--- src/hdl/pngenc_pkg.sv ---
`default_nettype none
package pngenc_pkg;
    localparam int BYTE_W     = 8;
    localparam int DIM_W      = 15;
    localparam int MAX_DIM    = 16384;
    localparam int RAW_W      = 30;
    localparam int BLOCK_MAX  = 65535;
    localparam int ADLER_MOD  = 65521;
    localparam logic [31:0] CRC_POLY = 32'hEDB88320;
    localparam int HDR_LAST   = 42;
    localparam int TAIL_LAST  = 19;
    localparam int BLKH_LAST  = 4;

    typedef enum logic [0:0] {
        REG_WIDTH  = 1'b0,
        REG_HEIGHT = 1'b1
    } reg_index_t;

    typedef enum logic [2:0] {
        ST_IDLE = 3'b001,
        ST_BODY = 3'b010,
        ST_TAIL = 3'b100
    } state_t;

    function automatic logic [31:0] crc_byte(input logic [31:0] crc, input logic [7:0] b);
        logic [31:0] c;
        c = crc ^ {24'd0, b};
        for (int k = 0; k < 8; k++) begin
            c = (c >> 1) ^ (c[0] ? CRC_POLY : 32'd0);
        end
        return c;
    endfunction

    function automatic logic [DIM_W-1:0] eff_dim(input logic [DIM_W-1:0] v);
        if (v == '0) begin
            return DIM_W'(1);
        end else if (v > DIM_W'(MAX_DIM)) begin
            return DIM_W'(MAX_DIM);
        end
        return v;
    endfunction
endpackage
`default_nettype wire

--- src/hdl/png_stored_rgb_encoder.sv ---
`default_nettype none
// PNG writer for 8-bit RGB images, zlib stored blocks (no compression). Feed the
// color bytes of one image in raster order (R, G, B interleaved); each input word
// releases the file bytes it causes, one output word per cycle while m_tready does
// not stall the output, tlast on the last byte of that input and tuser on the final
// IEND byte. The first word of a file also releases the signature, IHDR, IDAT head
// and zlib header, each row start adds the filter byte, each stored block start adds
// the block header, and the last word of the image adds the trailer; all other words
// release only their own byte, and the next input word is taken in the cycle its
// predecessor's last byte is emitted, so the output byte rate sets the pace. Width
// and height (registers 0 and 1) are sampled when a file starts and are locked until
// IEND; 0 reads as 1 and values above 16384 saturate.
module png_stored_rgb_encoder
    import pngenc_pkg::*;
(
    input  wire logic        aclk,
    input  wire logic        aresetn,
    input  wire logic        cfg_we,
    input  wire logic [0:0]  cfg_index,
    input  wire logic [14:0] cfg_wdata,
    input  wire logic        s_tvalid,
    output logic             s_tready,
    input  wire logic [7:0]  s_tdata,   // [7:0] color_byte
    output logic             m_tvalid,
    input  wire logic        m_tready,
    output logic [7:0]       m_tdata,   // [7:0] out_byte
    output logic             m_tlast,   // run_last
    output logic             m_tuser    // [0] file_end
);
    // configuration
    logic [DIM_W-1:0] width_reg, height_reg;
    logic [DIM_W-1:0] eff_w, eff_h;

    // sizes derived from configuration, settled during the header
    logic [RAW_W-1:0] raw_reg;
    logic [15:0]      blocks_reg;
    logic [31:0]      idat_reg;

    // stream state
    state_t           state_reg;
    logic             header_sent_reg;
    logic             hdr_active_reg;
    logic [5:0]       hcnt_reg;
    logic             in_blk_reg;
    logic [2:0]       bcnt_reg;
    logic [4:0]       tcnt_reg;
    logic             filt_done_reg;
    logic [15:0]      row_pos_reg;
    logic [RAW_W-1:0] raw_left_reg;
    logic [15:0]      block_left_reg;
    logic [15:0]      adler_lo_reg, adler_hi_reg;
    logic [31:0]      crc_reg;
    logic [7:0]       item_reg;

    // output word register
    logic             m_valid_reg;
    logic [7:0]       m_data_reg;
    logic             m_last_reg, m_user_reg;

    assign eff_w = eff_dim(width_reg);
    assign eff_h = eff_dim(height_reg);

    // raw = h * (3w + 1), blocks = ceil(raw / 65535), idat = 6 + 5*blocks + raw
    logic [15:0] row_raw;
    logic [30:0] raw_prod;
    logic [30:0] raw_bias;
    logic [14:0] q0;
    logic [16:0] rsum;
    logic [15:0] row_bytes;
    assign row_raw   = 16'({eff_w, 1'b0}) + 16'(eff_w) + 16'd1;
    assign raw_prod  = 31'(eff_h) * 31'(row_raw);
    assign raw_bias  = 31'(raw_reg) + 31'(BLOCK_MAX - 1);
    assign q0        = raw_bias[30:16];
    assign rsum      = 17'(raw_bias[15:0]) + 17'(q0);
    assign row_bytes = 16'({eff_w, 1'b0}) + 16'(eff_w);

    always_ff @(posedge aclk) begin
        raw_reg    <= raw_prod[RAW_W-1:0];
        blocks_reg <= 16'(q0) + ((rsum >= 17'(BLOCK_MAX)) ? 16'd1 : 16'd0);
        idat_reg   <= 32'd6 + 32'({blocks_reg, 2'b00}) + 32'(blocks_reg) + 32'(raw_reg);
    end

    // stored block header fields
    logic [15:0] blk_len;
    logic        blk_final;
    assign blk_final = (raw_left_reg <= RAW_W'(BLOCK_MAX));
    assign blk_len   = blk_final ? raw_left_reg[15:0] : 16'(BLOCK_MAX);

    // byte selection for this cycle
    logic       adv, emit;
    logic [7:0] byte_out;
    logic       crc_en, adl_en, crc_restart, last_byte, fend;
    logic       is_hdr, is_blk, is_filt, is_data;
    logic [2:0] bidx;
    logic [31:0] adler_word;

    assign adv  = !m_valid_reg || m_tready;
    assign emit = (state_reg != ST_IDLE) && adv;
    assign adler_word = {adler_hi_reg, adler_lo_reg};
    assign bidx = in_blk_reg ? bcnt_reg : 3'd0;

    always_comb begin
        is_hdr = 1'b0; is_blk = 1'b0; is_filt = 1'b0; is_data = 1'b0;
        byte_out = 8'd0; crc_en = 1'b0; adl_en = 1'b0; crc_restart = 1'b0;
        last_byte = 1'b0; fend = 1'b0;
        if (state_reg == ST_TAIL) begin
            crc_en = 1'b1;
            case (tcnt_reg)
                5'd0: byte_out = adler_word[31:24];
                5'd1: byte_out = adler_word[23:16];
                5'd2: byte_out = adler_word[15:8];
                5'd3: byte_out = adler_word[7:0];
                5'd4, 5'd16: begin byte_out = ~crc_reg[31:24]; crc_en = 1'b0; end
                5'd5, 5'd17: begin byte_out = ~crc_reg[23:16]; crc_en = 1'b0; end
                5'd6, 5'd18: begin byte_out = ~crc_reg[15:8];  crc_en = 1'b0; end
                5'd7, 5'd19: begin
                    byte_out = ~crc_reg[7:0]; crc_en = 1'b0; crc_restart = 1'b1;
                end
                5'd8, 5'd9, 5'd10, 5'd11: begin byte_out = 8'd0; crc_en = 1'b0; end
                5'd12: byte_out = 8'h49;
                5'd13: byte_out = 8'h45;
                5'd14: byte_out = 8'h4E;
                5'd15: byte_out = 8'h44;
                default: byte_out = 8'd0;
            endcase
            if (tcnt_reg == 5'(TAIL_LAST)) begin
                last_byte = 1'b1;
                fend = 1'b1;
            end
        end else if (hdr_active_reg) begin
            is_hdr = 1'b1;
            case (hcnt_reg)
                6'd0:  byte_out = 8'h89;
                6'd1:  byte_out = 8'h50;
                6'd2:  byte_out = 8'h4E;
                6'd3:  byte_out = 8'h47;
                6'd4:  byte_out = 8'h0D;
                6'd5:  byte_out = 8'h0A;
                6'd6:  byte_out = 8'h1A;
                6'd7:  byte_out = 8'h0A;
                6'd11: byte_out = 8'h0D;
                6'd12: begin byte_out = 8'h49; crc_en = 1'b1; end
                6'd13: begin byte_out = 8'h48; crc_en = 1'b1; end
                6'd14: begin byte_out = 8'h44; crc_en = 1'b1; end
                6'd15: begin byte_out = 8'h52; crc_en = 1'b1; end
                6'd18: begin byte_out = 8'({1'b0, eff_w} >> 8); crc_en = 1'b1; end
                6'd19: begin byte_out = eff_w[7:0]; crc_en = 1'b1; end
                6'd22: begin byte_out = 8'({1'b0, eff_h} >> 8); crc_en = 1'b1; end
                6'd23: begin byte_out = eff_h[7:0]; crc_en = 1'b1; end
                6'd24: begin byte_out = 8'd8; crc_en = 1'b1; end
                6'd25: begin byte_out = 8'd2; crc_en = 1'b1; end
                6'd16, 6'd17, 6'd20, 6'd21, 6'd26, 6'd27, 6'd28: begin
                    byte_out = 8'd0; crc_en = 1'b1;
                end
                6'd29: byte_out = ~crc_reg[31:24];
                6'd30: byte_out = ~crc_reg[23:16];
                6'd31: byte_out = ~crc_reg[15:8];
                6'd32: begin byte_out = ~crc_reg[7:0]; crc_restart = 1'b1; end
                6'd33: byte_out = idat_reg[31:24];
                6'd34: byte_out = idat_reg[23:16];
                6'd35: byte_out = idat_reg[15:8];
                6'd36: byte_out = idat_reg[7:0];
                6'd37: begin byte_out = 8'h49; crc_en = 1'b1; end
                6'd38: begin byte_out = 8'h44; crc_en = 1'b1; end
                6'd39: begin byte_out = 8'h41; crc_en = 1'b1; end
                6'd40: begin byte_out = 8'h54; crc_en = 1'b1; end
                6'd41: begin byte_out = 8'h78; crc_en = 1'b1; end
                6'd42: begin byte_out = 8'h01; crc_en = 1'b1; end
                default: byte_out = 8'd0;
            endcase
        end else if (in_blk_reg || block_left_reg == 16'd0) begin
            is_blk = 1'b1;
            crc_en = 1'b1;
            case (bidx)
                3'd0: byte_out = {7'd0, blk_final};
                3'd1: byte_out = blk_len[7:0];
                3'd2: byte_out = blk_len[15:8];
                3'd3: byte_out = ~blk_len[7:0];
                3'd4: byte_out = ~blk_len[15:8];
                default: byte_out = 8'd0;
            endcase
        end else if (row_pos_reg == 16'd0 && !filt_done_reg) begin
            is_filt = 1'b1;
            crc_en = 1'b1;
            adl_en = 1'b1;
            byte_out = 8'd0;
        end else begin
            is_data = 1'b1;
            crc_en = 1'b1;
            adl_en = 1'b1;
            byte_out = item_reg;
            last_byte = (raw_left_reg != RAW_W'(1));
        end
    end

    // running checksums
    logic [31:0] crc_upd;
    logic [16:0] lo_sum, hi_sum;
    logic [15:0] lo_mod, hi_mod;
    assign crc_upd = crc_byte(crc_reg, byte_out);
    assign lo_sum  = 17'(adler_lo_reg) + 17'(byte_out);
    assign lo_mod  = (lo_sum >= 17'(ADLER_MOD)) ? 16'(lo_sum - 17'(ADLER_MOD)) : lo_sum[15:0];
    assign hi_sum  = 17'(adler_hi_reg) + 17'(lo_mod);
    assign hi_mod  = (hi_sum >= 17'(ADLER_MOD)) ? 16'(hi_sum - 17'(ADLER_MOD)) : hi_sum[15:0];

    logic accept;
    assign s_tready = (state_reg == ST_IDLE) || (emit && last_byte);
    assign accept   = s_tvalid && s_tready;

    // configuration port, locked while a file is open
    always_ff @(posedge aclk) begin
        if (!aresetn) begin
            width_reg  <= DIM_W'(1);
            height_reg <= DIM_W'(1);
        end else if (cfg_we && !header_sent_reg) begin
            unique case (cfg_index)
                REG_WIDTH:  width_reg  <= cfg_wdata;
                REG_HEIGHT: height_reg <= cfg_wdata;
                default: ;
            endcase
        end
    end

    always_ff @(posedge aclk) begin
        if (accept) begin
            item_reg <= s_tdata;
        end
    end

    always_ff @(posedge aclk) begin
        if (!aresetn) begin
            state_reg       <= ST_IDLE;
            header_sent_reg <= 1'b0;
            hdr_active_reg  <= 1'b0;
            hcnt_reg        <= '0;
            in_blk_reg      <= 1'b0;
            bcnt_reg        <= '0;
            tcnt_reg        <= '0;
            filt_done_reg   <= 1'b0;
            row_pos_reg     <= '0;
            raw_left_reg    <= '0;
            block_left_reg  <= '0;
            adler_lo_reg    <= 16'd1;
            adler_hi_reg    <= '0;
            crc_reg         <= '1;
        end else begin
            if (emit) begin
                if (crc_restart) begin
                    crc_reg <= '1;
                end else if (crc_en) begin
                    crc_reg <= crc_upd;
                end
                if (adl_en) begin
                    adler_lo_reg <= lo_mod;
                    adler_hi_reg <= hi_mod;
                end
                if (is_hdr) begin
                    hcnt_reg <= hcnt_reg + 6'd1;
                    if (hcnt_reg == 6'(HDR_LAST)) begin
                        hdr_active_reg <= 1'b0;
                        raw_left_reg   <= raw_reg;
                        block_left_reg <= '0;
                    end
                end
                if (is_blk) begin
                    if (bidx == 3'(BLKH_LAST)) begin
                        in_blk_reg     <= 1'b0;
                        block_left_reg <= blk_len;
                    end else begin
                        in_blk_reg <= 1'b1;
                        bcnt_reg   <= bidx + 3'd1;
                    end
                end
                if (is_filt || is_data) begin
                    block_left_reg <= block_left_reg - 16'd1;
                    raw_left_reg   <= raw_left_reg - RAW_W'(1);
                end
                if (is_filt) begin
                    filt_done_reg <= 1'b1;
                end
                if (is_data) begin
                    filt_done_reg <= 1'b0;
                    if (row_pos_reg + 16'd1 >= row_bytes) begin
                        row_pos_reg <= '0;
                    end else begin
                        row_pos_reg <= row_pos_reg + 16'd1;
                    end
                    if (raw_left_reg == RAW_W'(1)) begin
                        state_reg <= ST_TAIL;
                        tcnt_reg  <= '0;
                    end else if (!accept) begin
                        state_reg <= ST_IDLE;
                    end
                end
                if (state_reg == ST_TAIL) begin
                    tcnt_reg <= tcnt_reg + 5'd1;
                    if (tcnt_reg == 5'(TAIL_LAST)) begin
                        // file done: back to reset state, or straight into the next header
                        filt_done_reg   <= 1'b0;
                        row_pos_reg     <= '0;
                        raw_left_reg    <= '0;
                        block_left_reg  <= '0;
                        adler_lo_reg    <= 16'd1;
                        adler_hi_reg    <= '0;
                        if (accept) begin
                            state_reg      <= ST_BODY;
                            hdr_active_reg <= 1'b1;
                            hcnt_reg       <= '0;
                        end else begin
                            state_reg       <= ST_IDLE;
                            header_sent_reg <= 1'b0;
                        end
                    end
                end
            end
            // a word taken while idle starts its run, and a new file when none is open
            if (accept && state_reg == ST_IDLE) begin
                state_reg <= ST_BODY;
                if (!header_sent_reg) begin
                    header_sent_reg <= 1'b1;
                    hdr_active_reg  <= 1'b1;
                    hcnt_reg        <= '0;
                end
            end
        end
    end

    // output word register
    always_ff @(posedge aclk) begin
        if (!aresetn) begin
            m_valid_reg <= 1'b0;
        end else if (emit) begin
            m_valid_reg <= 1'b1;
        end else if (m_tready) begin
            m_valid_reg <= 1'b0;
        end
    end

    always_ff @(posedge aclk) begin
        if (emit) begin
            m_data_reg <= byte_out;
            m_last_reg <= last_byte;
            m_user_reg <= fend;
        end
    end

    assign m_tvalid = m_valid_reg;
    assign m_tdata  = m_data_reg;
    assign m_tlast  = m_last_reg;
    assign m_tuser  = m_user_reg;
endmodule
`default_nettype wire

--- config.mk ---
export PLATFORM = sky130hd
export DESIGN_NAME = png_stored_rgb_encoder
export DESIGN_NICKNAME = d
export VERILOG_FILES = /design/src/hdl/pngenc_pkg.sv /design/src/hdl/png_stored_rgb_encoder.sv
export SDC_FILE = /design/constraint.sdc
export NUM_CORES = 2
export LEC_CHECK = 0
export BUFFER_PORTS_ARGS = -buffer_cell sky130_fd_sc_hd__buf_4
export CORE_UTILIZATION = 59
export CTS_CLUSTER_DIAMETER = 100
export DETAILED_ROUTE_END_ITERATION = 6
export PLACE_DENSITY = 0.78
export SYNTH_ARGS = -nofsm -noshare
export SYNTH_HDL_FRONTEND = slang
export SYNTH_SLANG_ARGS = --single-unit
--- constraint.sdc ---
create_clock -name aclk -period 10.1 [get_ports aclk]
set_input_delay 2.02 -clock aclk [delete_from_list [all_inputs] [get_ports aclk]]
set_output_delay 2.02 -clock aclk [all_outputs]
set_load 0.02 [all_outputs]
==> out/qor.csv <==
metric,value,unit
run status,completed,
vias in the first global route,24200,
WL/cell,22.3,µm
Slew @ Worst Pin,1.32,ns
Startpoint Class,flip-flop,
r2r worst-path depth,38,
clock sink count,273,
Sw Ratio,50.5,%
Post-synth EDFFs,18,
fin crit share,96.3,%
minimum setup slack among reg-to-reg paths,0.37,ns
clock period minus worst slack,9.73,ns
Synth area leaders,"dfxtp_1 (19%), fa_1 (15%), ha_1 (11%)",
Crit path top cell by count,fa_1,
Tot GR Track Use,37.3,%
internal power,0.00426,W
endpoints failing setup,0,
Worst VDD drop,368,µV
required time worst endpoint,10.57,ns
Bufs on Longest Clock Path,3,
clock share of power,13.4,%
worst r2r dst,raw_reg[29]$_DFF_P_,
Flop pwr share,21.5,%
most frequent cells in the layout,"nand2_1 (398), nor2_1 (318), inv_1 (261), dfxtp_1 (255), ha_1 (229)",
total wire length,88500,µm
setup ws final,0.372,ns
Synth-to-Final Area Change,8.19,%
predominant post-synthesis flop cell,dfxtp_1,
clock root buffer,clkbuf_16,
Max-Slew Margin vs Limit,11.4,%
FF-to-FF Start,width_reg[1]$_SDFFE_PN0P_,
dpl ws,0.0391,ns
CP max stage delay,0.54,ns
"FFs w/ async S/R, synth",0,%
Hold Path Class,flip-flop to flip-flop,
ant diodes,0,
# nets final,3799,
number of nets with antenna violations after routing,0,
Core Region,45500,µm²
Hold EP,height_reg[3]$_SDFFE_PN0P_,
DIE HEIGHT,217,µm
critical path arrival,10.20,ns
Die W,217,µm
via count,25300,
first-pass GRT wire length,137000,µm
Clock Latency Late Sink,0.58,ns
DR iter-0 viols,2862,
Post-Syn Area per Cell,8.13,µm²
crit end category,flip-flop,
Clock Pin Slew Worst Setup and Hold Paths,0.06,ns
critical path's top delay family,adder cells,
Ports,41,
slowest CP cell,fa_1,
Num CTS Buffers,31,
Comb power frac,65.1,%
CTS H-tree lvls,1,
Crit Path Max Fanout,5,
Initial Util,59.9,%
WHS Path Cells,2,
synthesized cell area,27200,µm²
switching power,0.00434,W
register area share after synthesis,20.7,%
CP Class,flip-flop to flip-flop,
Yosys top cell by area,dfxtp_1,
die area,47000,µm²
share of layout cells above drive strength 1,7.43,%
final hold violation count,0,
TritonRoute pass-1 iters,5,
fmax,0.103,GHz
largest net degree at the start of global routing,78,
CP bufs+invs,4,
Via-to-Cell Ratio,6.38,
"most common cell after layout, fill and taps aside",nand2_1,
GRT overflow,0,
floorplan row count,78,
max reg flops,32,
initial antenna violation count,3,
TritonCTS clock tree,done,
Final Max Tran Viols,0,
power density cells,292,nW/µm²
Hold Crit Start,height_reg[3]$_SDFFE_PN0P_,
post-synth cell types,90,
Synth top area share,18.8,%
DRC violations left,0,
Mapped Nets,3804,
Clock Skew,0.0124,ns
Post-Syn Instances,3348,
Port Buf Inserts,40,
GP Congestion,1.06,
yosys warns,0,
Yosys reg bits,273,
leakage,12.8,nW
worst hold slack,0.479,ns
max-cap violation count,0,
Final HPWL DP,69400,µm
-- worst register-to-register path: cells and delay by family, from the launching register on --
kind / cells / cell delay (ns)
and+or+nand+nor: 11 / 2.03
muxes: 1 / 0.13
DFF: 1 / 0.35
buffers and inverters: 4 / 0.41
AOI/OAI and AO/OA: 10 / 2.03
adders and majority gates: 9 / 4.06
xor gates and xnor gates: 3 / 0.58
-- through the flow --
stage | cells | util [%] | cell area, µm² | TNS (ns) | total power, W
CTS | 3959 | 64.3 | 29300 | 0 | 0.00847
finish | 3966 | 64.8 | 29500 | 0 | 0.00860
detailed placement | 3903 | 62.1 | 28200 | 0 | 0.00728
global route | 3966 | 64.8 | 29500 | -0.0547 | 0.00922
global placement | 3903 | 62.1 | 28200 | 0 | 0.00712
floorplan | 3348 | - | 27200 | 0 | 0.00586
-- timing repair --
item | CTS | global route
hold buffers | 0 | 0
setup buffers | 0 | 7
setup endpoints to repair | 0 | 10
resized for setup | 0 | 26
-- cells by family after synthesis --
kind of cell             share of synthesized area, %
AO/OA/AOI/OAI                                    17.4
XOR/XNOR                                         9.41
adder cells (fa/ha/maj)                          25.1
buffers and inverters                            5.83
flip-flops                                       20.7
multiplexers                                    0.749
other                                          0.0138
AND/OR/NAND/NOR                                  20.8
-- synth_stat cells (7+ instances only) --
master	count
a211oi_1	13
buf_1	10
fa_1	198
and4_1	9
or4_1	8
nand2_1	398
xnor2_1	171
o22ai_1	39
nand3b_1	22
a22oi_1	29
a22o_1	14
o21bai_1	15
o211ai_1	19
nor2_1	320
xor2_1	86
nor3_1	79
xnor2_2	8
nand4_1	28
edfxtp_1	18
inv_1	262
and2_1	35
nand3_1	78
and3_1	35
a2111oi_0	9
ha_1	229
or3_1	20
o31ai_1	10
o2111ai_1	7
or2_2	11
a221oi_1	14
a21o_1	48
o21ai_0	156
nor4_1	30
a21oi_1	227
dfxtp_1	255
o311ai_0	9
nor3b_1	7
a31oi_1	31
o21a_1	15
mux2i_1	17
nand2b_1	34
nor2b_1	50
buf_2	8
clkbuf_1	139
-- how the worst max path moves through the flow --
stage                           to  depth (start not counted)                       from  slack, ns
6_report       raw_reg[29]$_DFF_P_                         38  width_reg[1]$_SDFFE_PN0P_       0.37
5_1_grt        raw_reg[28]$_DFF_P_                         36  width_reg[7]$_SDFFE_PN0P_      -0.03
4_1_cts        raw_reg[28]$_DFF_P_                         36  width_reg[1]$_SDFFE_PN0P_      0.007
3_5_place_dp   raw_reg[28]$_DFF_P_                         36  width_reg[1]$_SDFFE_PN0P_       0.04
3_3_place_gp   raw_reg[28]$_DFF_P_                         36  width_reg[7]$_SDFFE_PN0P_       0.18
2_1_floorplan  raw_reg[29]$_DFF_P_                         37  width_reg[1]$_SDFFE_PN0P_       0.74
-- cell type report --
type                       instances  area (µm²)
timing repair buffer             119         897
fill                            3979       16000
sequential                       273        5650
clock buffer                      41         863
inverter                         263         987
tap                              600         751
multi-input combinational       2655       20100
clock inverter                    15         164
-- power by group through the flow --
stage	combinational, W	clock [W]	sequential, W
after floorplan	0.00421	0	0.00165
after global placement	0.00529	0	0.00183
after detailed placement	0.00544	0	0.00184
after CTS	0.00549	0.00116	0.00182
after global routing	0.00615	0.00120	0.00187
final	0.00560	0.00115	0.00185
-- layer usage --
metal / global-route usage, % / up-vias / routed length [µm]
li1: - / 11500 / -
met1: 52.6 / 12300 / 36800
met2: 57.1 / 1248 / 38900
met3: 5.79 / 235 / 8710
met4: 15.1 / 2 / 4030
met5: 0 / - / 17
Note: power is estimated with default switching activity, not from simulation.
